==> src/design/tbp_pkg.sv <==
package tbp_pkg;

  // Table geometry; entry count is a power of two so the low address bits index it.
  localparam int unsigned TABLE_ENTRIES = 2048;
  localparam int unsigned IDX_W         = $clog2(TABLE_ENTRIES);
  localparam int unsigned HISTORY_MAX   = 11;
  localparam int unsigned XOR_W         = (IDX_W > HISTORY_MAX) ? IDX_W : HISTORY_MAX;

  localparam int unsigned ADDR_W        = 32;
  localparam int unsigned HIST_LEN_W    = 4;
  localparam logic [HIST_LEN_W-1:0] HIST_LEN_RESET = HIST_LEN_W'(11);

  // 2-bit saturating counters
  localparam int unsigned CTR_W = 2;
  localparam logic [CTR_W-1:0] CTR_MAX   = '1;
  localparam logic [CTR_W-1:0] CTR_MIN   = '0;
  localparam logic [CTR_W-1:0] BIM_RESET = CTR_MAX;
  localparam logic [CTR_W-1:0] GS_RESET  = CTR_MAX;
  localparam logic [CTR_W-1:0] CH_RESET  = CTR_MIN;

  // Bimodal and chooser counters share one word: {bimodal, chooser}
  localparam int unsigned BC_W = 2 * CTR_W;

  typedef enum logic [1:0] {
    ST_CLEAR,
    ST_IDLE,
    ST_LOOKUP
  } tbp_state_e;

  typedef struct packed {
    logic [ADDR_W-1:0] branch_address;
    logic              taken;
  } tbp_req_t;

  typedef struct packed {
    logic predicted_taken;
    logic correct;
  } tbp_rsp_t;

  typedef struct packed {
    logic             pred;
    logic             correct;
    logic [CTR_W-1:0] bim_new;
    logic [CTR_W-1:0] gs_new;
    logic [CTR_W-1:0] ch_new;
  } tbp_train_t;

  function automatic logic [CTR_W-1:0] sat_train(input logic [CTR_W-1:0] c, input logic up);
    logic [CTR_W-1:0] r;
    r = c;
    if (up && (c != CTR_MAX)) begin
      r = c + CTR_W'(1);
    end else if (!up && (c != CTR_MIN)) begin
      r = c - CTR_W'(1);
    end
    return r;
  endfunction

endpackage

==> src/design/tbp_train.sv <==
module tbp_train import tbp_pkg::*; (
  input  logic [CTR_W-1:0] bim_ctr_i,
  input  logic [CTR_W-1:0] gs_ctr_i,
  input  logic [CTR_W-1:0] ch_ctr_i,
  input  logic             taken_i,
  output tbp_train_t       train_o
);

  logic bi_pred;
  logic gs_pred;
  logic disagree;
  logic pred;

  always_comb begin
    bi_pred  = bim_ctr_i[CTR_W-1];
    gs_pred  = gs_ctr_i[CTR_W-1];
    disagree = bi_pred ^ gs_pred;
    // chooser upper half picks bimodal on disagreement
    pred     = disagree ? (ch_ctr_i[CTR_W-1] ? bi_pred : gs_pred) : bi_pred;

    train_o.pred    = pred;
    train_o.correct = (pred == taken_i);
    train_o.bim_new = sat_train(bim_ctr_i, taken_i);
    train_o.gs_new  = sat_train(gs_ctr_i, taken_i);
    train_o.ch_new  = disagree ? sat_train(ch_ctr_i, bi_pred == taken_i) : ch_ctr_i;
  end

endmodule

==> config.mk <==
export PLATFORM = sky130hd
export DESIGN_NAME = tbp_train
export DESIGN_NICKNAME = d
export VERILOG_FILES = /design/src/design/tbp_pkg.sv /design/src/design/tbp_train.sv
export SDC_FILE = /design/constraint.sdc
export NUM_CORES = 1
export LEC_CHECK = 0
export BUFFER_PORTS_ARGS = -buffer_cell sky130_fd_sc_hd__buf_4
export CAP_MARGIN = 20
export CORE_AREA = 4 4 41 43
export DETAILED_ROUTE_END_ITERATION = 12
export DIE_AREA = 0 0 45 47
export MAX_ROUTING_LAYER = met4
export SYNTH_ARGS = -nofsm -noshare
export SYNTH_HDL_FRONTEND = slang
export SYNTH_SLANG_ARGS = --single-unit
==> constraint.sdc <==
create_clock -name vclk -period 1.6
set_input_delay 0.48 -clock vclk [all_inputs]
set_output_delay 0.48 -clock vclk [all_outputs]
set_load 0.02 [all_outputs]
==> results of run 1 <==
==> final cells by class <==
class,instances,area share
Inverter,7,0.0688
Multi-Input combinational cell,30,0.565
Tap cell,15,0.0220
Timing Repair Buffer,28,0.344
==> path summary, 6_finish.rpt <==
check,endpoint,cells past startpoint,slack [ns]
worst min-delay path,train_o[7],4,1.33
worst max-delay path,train_o[0],6,-0.38
==> Yosys cell counts <==
cell,count,area (sq um)
nand3_1,1,5.00
buf_6,1,11.3
nor4bb_1,2,20.0
a211oi_1,1,7.51
nand2b_1,2,12.5
inv_1,7,26.3
a21oi_1,3,15.0
buf_4,1,7.51
o221ai_1,1,8.76
nor4_1,1,6.26
a21o_1,1,7.51
mux2i_1,3,30.0
nor4b_1,2,17.5
xnor2_1,4,35.0
nand2_1,1,3.75
ha_1,6,75.1
o21ai_0,1,5.00
nor2_1,1,3.75
==> power groups by stage <==
stage	registers [mW]	logic [mW]	clock network (mW)
floorplan	0	0.119	0
global placement	0	0.206	0
detailed placement	0	0.209	0
CTS	0	0.275	0
global route	0	0.318	0
finish	0	0.300	0
==> per-layer routing <==
| layer | vias to the layer above | track usage |
|---|---|---|
| met5 | - | - |
| met4 | 0 | 0 |
| met3 | 0 | 0 |
| met2 | 6 | 0.282 |
| met1 | 186 | 0.124 |
| li1 | 188 | - |
==> cell families (layout without fill, tap and decap cells) <==
| logic type | count (synthesis) | count (layout) | share of synthesized area |
|---|---|---|---|
| multiplexers | 3 | 3 | 0.101 |
| AO/OA/AOI/OAI | 7 | 7 | 0.147 |
| AND/OR/NAND/NOR | 10 | 10 | 0.231 |
| adder cells (fa/ha/maj) | 6 | 6 | 0.252 |
| buffers and inverters | 9 | 35 | 0.151 |
| XOR/XNOR | 4 | 4 | 0.118 |
==> through the flow <==
stage	setup TNS (ns)	util	instances	power, mW	setup slack [ns]
after floorplan	-0.256	-	39	0.119	-0.254
after global placement	-1.65	0.454	78	0.206	-0.378
after detailed placement	-1.75	0.454	78	0.209	-0.424
after CTS	-1.10	0.615	80	0.275	-0.356
after global routing	-1.50	0.657	80	0.318	-0.403
final	-1.23	0.657	80	0.300	-0.385
==> timing repair <==
action	CTS	global route
resized for setup	46	11
buffers inserted	3	1
endpoints found under the setup margin	8	8
pin swaps	15	9
==> impl_metrics.ini, run 1 <==
[global_routing]
grt_first_pass_wirelength_mm = 1.90
grt_antenna_before_repair = 0
grt_start_max_net_pins = 9
globalRoute.totalOverflow = 0
first_global_vias = 416
globalRouteTotalUtil = 0.126

[logic_synthesis]
ys.warnings.count = 0
synth-seq-area-share = 0
synth.distinct_cells = 18
synth_area_sq_um = 298
syn_area_per_cell_sq_um = 7.64
synth_nets = 52
synthesis.instances = 39

[timing]
grt_setup_unrepaired = true
slew_viol_final = 0
final_hold_viol_count = 0
slew_headroom = 0.822
finalHoldWorstSlack_ns = 1.33
worstMarginPinSlew_ns = 0.266
finalWorstSetupSlack_ns = -0.385
fmax_mhz = 504
min_period_ns = 1.98
final_min_period_over_clock_period = 1.24
report.final.setup_viol = 8

[pwr]
netSwitchingPower_mw = 0.137
pwr-share-clk = 0
vdd.ir_drop.worst_v = 0.000208
cellInternalPower_mw = 0.163
power-per-cell-area_nw_per_um2 = 351
power.share.combinational = 1.000
leakagePower_nw = 0.360
switching_share_of_total_power = 0.457
power_frac_seq = 0

[clock_tree]
hold_fix_buffer_count_after_cts = 0

[floorplan]
top_level_ports = 15
die_h_um = 47
effective_utilization_at_floorplan = 0.229
die_area_sq_um = 2120
placementRows = 13
dieWidth_um = 45
core-area_sq_um = 1300

[run_status]
violations_in_the_final_reports = negative setup slack
outcome = complete, but fails checks

[setup_path]
critPathTopFamily = simple AND/OR/NAND/NOR gates
timing.setup.critical_path_class = input pin to output port
worst-endpoint-arrival_ns = 1.50
max_stage_delay_ns = 0.27
worst_setup_path_start_kind = input pin
crit_path_max_fanout = 3
cp_num_buf_inv = 2
crit_path_cell_trace = buf_12 -> ha_4 -> nor4b_2 -> nor4_2 -> xnor2_1 -> buf_4
cp_data_required_time_ns = 1.12
critPathCaptureType = output port
startpoint = ch_ctr_i[1]
crit_slowest_cell = nor4b_2

[cells_and_area]
sequential_cell_area_sq_um = 0
antenna-diode-count = 0
share_of_layout_cells_above_drive_strength_1 = 0.908
commonest_non_fill_non_tap_cells_in_the_layout = buf_4, buf_6, ha_4
final_design_area_no_fill_sq_um = 855
fill_cells = 96
final_common_cell = buf_4
final.clkbuf_count = 0
nNetsFinal = 80
syn_to_final_growth_pct = 187
seq_cell_count = 0
multi_input_combinational_cell_area_sq_um = 483

[detailed_routing]
routed-wl-met2_um = 755
routed_wl_mm = 1.24
maxUsedRoutingLayer = met3
via_per_inst = 4.75
dr_total_vias = 380
drtAntennaViolNets = 0
route.detailed.wl_per_inst_um = 15.5
route.layer.met1.wl_um = 461
drc = 0
detail_route.iter0.violations = 0
sum_of_met3_wire_segment_lengths_after_detailed_routing_um = 25
detailedRoute.firstPassIterationCount = 1

[min_path]
worst_hold_path_type = input pin to output port
hp-start = gs_ctr_i[1]

[place]
place_congestion = 0.728
place.detailed.hpwl_um = 706
count_of_input_and_output_buffers = 15
placement.cell_area_sq_um = 591

[job]
cap_violations = 0
Note: power is estimated with default switching activity, not from simulation.
==> inputs of run 2 (changes only) <==
clock period = 1.8 ns   (was 1.6 ns; I/O delays follow)
==> run 2 against run 1 <==
The flow still finishes with violations (negative setup slack); die area unchanged; sequential share of layout area unchanged; utilization down 6.2 points; via count down 3.9%; critical path depth unchanged; critical endpoint unchanged; flip-flop and latch count unchanged; worst setup slack better by 0.15 ns; first-iteration DRC count up 3; cell area down 9.4%; global-route usage down 2.6 points.
==> impl_metrics.ini, run 2 (synthesis results as in run 1) <==
[cells_and_area]
sequential_cell_area_sq_um = 0
final_common_cell = buf_4
commonest_non_fill_non_tap_cells_in_the_layout = buf_4, ha_4, buf_6
share_of_layout_cells_above_drive_strength_1 = 0.877
seq_cell_count = 0
nNetsFinal = 80
final.clkbuf_count = 0
layout.cells.non_filler = 80
antenna-diode-count = 0
syn_to_final_growth_pct = 160
fill_cells = 115

[setup_path]
crit_path_cell_trace = buf_12 -> ha_4 -> nor4bb_4 -> nor4_2 -> xnor2_1 -> buf_4
cp_data_required_time_ns = 1.26
timing.setup.critical_path_class = input pin to output port
critPathTopFamily = simple AND/OR/NAND/NOR gates
crit_slowest_cell = nor4bb_4
worst-endpoint-arrival_ns = 1.49
crit_path_max_fanout = 3
max_stage_delay_ns = 0.29
critPathCaptureType = output port
cp_num_buf_inv = 2
worst_setup_path_start_kind = input pin

[timing]
finalWorstSetupSlack_ns = -0.234
slew_headroom = 0.837
final_hold_viol_count = 0
fmax_mhz = 492
worstMarginPinSlew_ns = 0.243
slew_viol_final = 0
report.final.setup_viol = 6
finalHoldWorstSlack_ns = 1.40
final_min_period_over_clock_period = 1.13
grt_setup_unrepaired = true
min_period_ns = 2.03

[place]
dp_worst_setup_slack_ns = -0.317
placed_cells = 79
place_congestion = 0.796
place.detailed.hpwl_um = 628
count_of_input_and_output_buffers = 15

[global_routing]
grt_start_max_net_pins = 7
first_global_vias = 358
globalRouteTotalUtil = 0.0999
globalRoute.totalOverflow = 0
grt_antenna_before_repair = 0
grt_first_pass_wirelength_mm = 1.56

[pwr]
pwr-share-clk = 0
power-per-cell-area_nw_per_um2 = 300
cellInternalPower_mw = 0.126
power_frac_seq = 0
leakagePower_nw = 0.325
netSwitchingPower_mw = 0.106
report.power.total_mw = 0.232
power.share.combinational = 1.000
vdd.ir_drop.worst_v = 0.000131
switching_share_of_total_power = 0.456

[floorplan]
placementRows = 13
dieWidth_um = 45
effective_utilization_at_floorplan = 0.229
die_h_um = 47
top_level_ports = 15
core-area_sq_um = 1300
die_area_sq_um = 2120

[min_path]
worst_hold_path_type = input pin to output port

[detailed_routing]
dr_total_vias = 365
detailedRoute.firstPassIterationCount = 3
drtAntennaViolNets = 0
detail_route.iter0.violations = 3
drc = 0
route.detailed.wl_per_inst_um = 11.2
routed_wl_um = 898
via_per_inst = 4.56

[clock_tree]
hold_fix_buffer_count_after_cts = 0

[run_status]
outcome = complete, but fails checks
violations_in_the_final_reports = negative setup slack

[job]
cap_violations = 0
-- run 2: worst paths after layout --
path / depth (start not counted) / start / end
worst max-delay path: 6 / ch_ctr_i[1] / train_o[0]
worst min-delay path: 3 / ch_ctr_i[0] / train_o[0]
-- run 2: area by class of cell --
cell class,instances,area (sq um),area share
well taps,15,18.8,0.0242
repair buffers,28,269,0.347
inverters,7,51.3,0.0662
multi-input cells,30,435,0.562
-- run 2: what timing repair did --
item / CTS / global route
endpoints found under the hold margin: 0 / 0
setup buffers: 1 / 0
setup endpoints to repair: 8 / 7
pin swaps: 12 / 7
resized for setup: 40 / 7
-- run 2: worst min-delay path: cells and delay by family --
kind | cells | cell delay (ns)
xor gates and xnor gates | 1 | 0.07
buffers and inverters | 2 | 0.25
-- run 2: per-stage QoR --
step	util	instance area, sq um	TNS, ns
2_1_floorplan	-	357	-0.174
3_3_place_gp	0.430	559	-1.44
3_5_place_dp	0.430	559	-1.50
4_1_cts	0.567	738	-0.658
5_1_grt	0.595	774	-0.855
6_report	0.595	774	-0.623
-- run 2: power groups by stage --
stage | Clock (mW) | Combinational, mW | Sequential [mW]
floorplan | 0 | 0.0939 | 0
global placement | 0 | 0.172 | 0
detailed placement | 0 | 0.173 | 0
CTS | 0 | 0.221 | 0
global route | 0 | 0.249 | 0
finish | 0 | 0.232 | 0
-- run 2: layer usage --
metal  vias to the layer above  share of wire  global-route usage
li1                        190              -                   -
met5                         -              0                   -
met3                         0          0.038                   0
met1                       165           0.43               0.126
met2                        10           0.53               0.189
met4                         0              0                   0
==> inputs of run 3 (changes only) <==
MAX_ROUTING_LAYER = unset   (was met4)
clock period = 2.52 ns   (was 1.8 ns; I/O delays follow)
==> run 3 against run 2 <==
Via count shrank 10%; critical path depth rose by 1; utilization decreased by 18 points; power decreased by 47%; clock-buffer cell count unchanged; the flow now finishes without violations; wire length down 20%; highest routed layer unchanged; non-clock buffer count fell by 9; global-route usage down 3.1 points; final cell count shrank 11%; cell area fell by 30%.
==> impl_metrics.ini, run 3 (synthesis results as in run 1) <==
[setup_path]
critPathCaptureType = output port
timing.setup.critical_path_class = input pin to output port
startpoint = ch_ctr_i[1]
cp_depth = 7
cp_num_buf_inv = 3
max_stage_delay_ns = 0.28
crit_slowest_cell = nor4_2
crit_path_end = train_o[0]
crit_path_max_fanout = 3
worst_setup_path_start_kind = input pin
critPathTopFamily = simple AND/OR/NAND/NOR gates
worst-endpoint-arrival_ns = 1.71
cp_data_required_time_ns = 1.76
crit_path_cell_trace = buf_6 -> inv_2 -> ha_4 -> nor4bb_4 -> nor4_2 -> xnor2_1 -> buf_4

[pwr]
netSwitchingPower_mw = 0.0596
power.share.combinational = 1.000
switching_share_of_total_power = 0.489
power_frac_seq = 0
power-per-cell-area_nw_per_um2 = 223
vdd.ir_drop.worst_v = 0.0000916
leakagePower_nw = 0.256
cellInternalPower_mw = 0.0623
pwr-share-clk = 0

[cells_and_area]
multi_input_combinational_cell_area_sq_um = 347
sequential_cell_area_sq_um = 0
commonest_non_fill_non_tap_cells_in_the_layout = buf_4, inv_1, xnor2_1
seq_cell_count = 0
final.clkbuf_count = 0
layout.cells.non_filler = 71
antenna-diode-count = 0
nNetsFinal = 71
final_design_area_no_fill_sq_um = 546
final_util = 0.419
fill_cells = 133
syn_to_final_growth_pct = 83.2
share_of_layout_cells_above_drive_strength_1 = 0.554
final_common_cell = buf_4

[detailed_routing]
detailedRoute.firstPassIterationCount = 1
drtAntennaViolNets = 0
dr_total_vias = 327
detail_route.iter0.violations = 0
route.detailed.wl_per_inst_um = 10.2
drc = 0
routed_wl_um = 722
via_per_inst = 4.61

[global_routing]
grt_start_max_net_pins = 11
globalRouteTotalUtil = 0.0685
globalRoute.totalOverflow = 0
first_global_vias = 276
grt_first_pass_wirelength_mm = 1.15
grt_antenna_before_repair = 0

[timing]
grt_setup_unrepaired = true
min_period_ns = 2.47
fmax_mhz = 405
worstMarginPinSlew_ns = 0.302
report.final.setup_viol = 0
final_hold_viol_count = 0
final_min_period_over_clock_period = 0.980
slew_viol_final = 0
finalWorstSetupSlack_ns = 0.0508
slew_headroom = 0.797

[job]
cap_violations = 0

[place]
place.detailed.hpwl_um = 547
placed_cells = 71
dp_worst_setup_slack_ns = -0.0395
placement.cell_area_sq_um = 440
place_congestion = 0.664
count_of_input_and_output_buffers = 15

[floorplan]
die_h_um = 47
die_area_sq_um = 2120
top_level_ports = 15
effective_utilization_at_floorplan = 0.229
core-area_sq_um = 1300
dieWidth_um = 45
placementRows = 13

[clock_tree]
post-cts-setup-buffers = 0

[min_path]
worst_hold_path_type = input pin to output port

[run_status]
outcome = completed
[run 3: changes by cell type in the layout (fill, tap and decap cells not counted), moves of 3 or more]
cell     change
inv_1        +4
a21oi_1      +3
a21oi_2      -3
buf_4        -3
ha_1         +3
ha_4         -3
inv_4        -3
[run 3: area by class of cell]
class	instances	area share
timing repair buffer	19	0.282
tap	15	0.0344
multi-input combinational	30	0.635
inverter	7	0.0482
[run 3: worst min-delay path by stage]
stage / start / to / slack, ns / cells after the start
floorplan: ch_ctr_i[0] / train_o[0] / 1.65 / 1
global placement: taken_i / train_o[5] / 1.87 / 3
detailed placement: taken_i / train_o[5] / 1.87 / 3
CTS: taken_i / train_o[5] / 1.87 / 3
global route: taken_i / train_o[5] / 1.91 / 3
finish: taken_i / train_o[5] / 1.89 / 3
[run 3: timing repair]
action                                  CTS  global route
hold buffers                              0             0
gates resized for setup                   8            11
pin swaps                                 4             2
endpoints found under the setup margin    1             2
[run 3: metrics by stage]
step | hold slack [ns] | TNS (ns) | total power [mW]
after global routing | 1.91 | -0.0306 | 0.133
after detailed placement | 1.87 | -0.0395 | 0.103
after floorplan | 1.65 | 0 | 0.0603
after CTS | 1.87 | 0 | 0.108
final | 1.89 | 0 | 0.122
after global placement | 1.87 | -0.0427 | 0.102
[run 3: power by group through the flow]
| stage | clock network, mW | logic (mW) | registers, mW |
|---|---|---|---|
| after floorplan | 0 | 0.0603 | 0 |
| after global placement | 0 | 0.102 | 0 |
| after CTS | 0 | 0.108 | 0 |
| after detailed placement | 0 | 0.103 | 0 |
| after global routing | 0 | 0.133 | 0 |
| final | 0 | 0.122 | 0 |
[run 3: layer usage]
| layer | routed length [um] | share of wire | global-route usage |
|---|---|---|---|
| met5 | 0 | 0 | 0 |
| met4 | 0 | 0 | 0 |
| met3 | 69 | 0.096 | 0.00383 |
| met2 | 326 | 0.45 | 0.119 |
| met1 | 326 | 0.45 | 0.0989 |
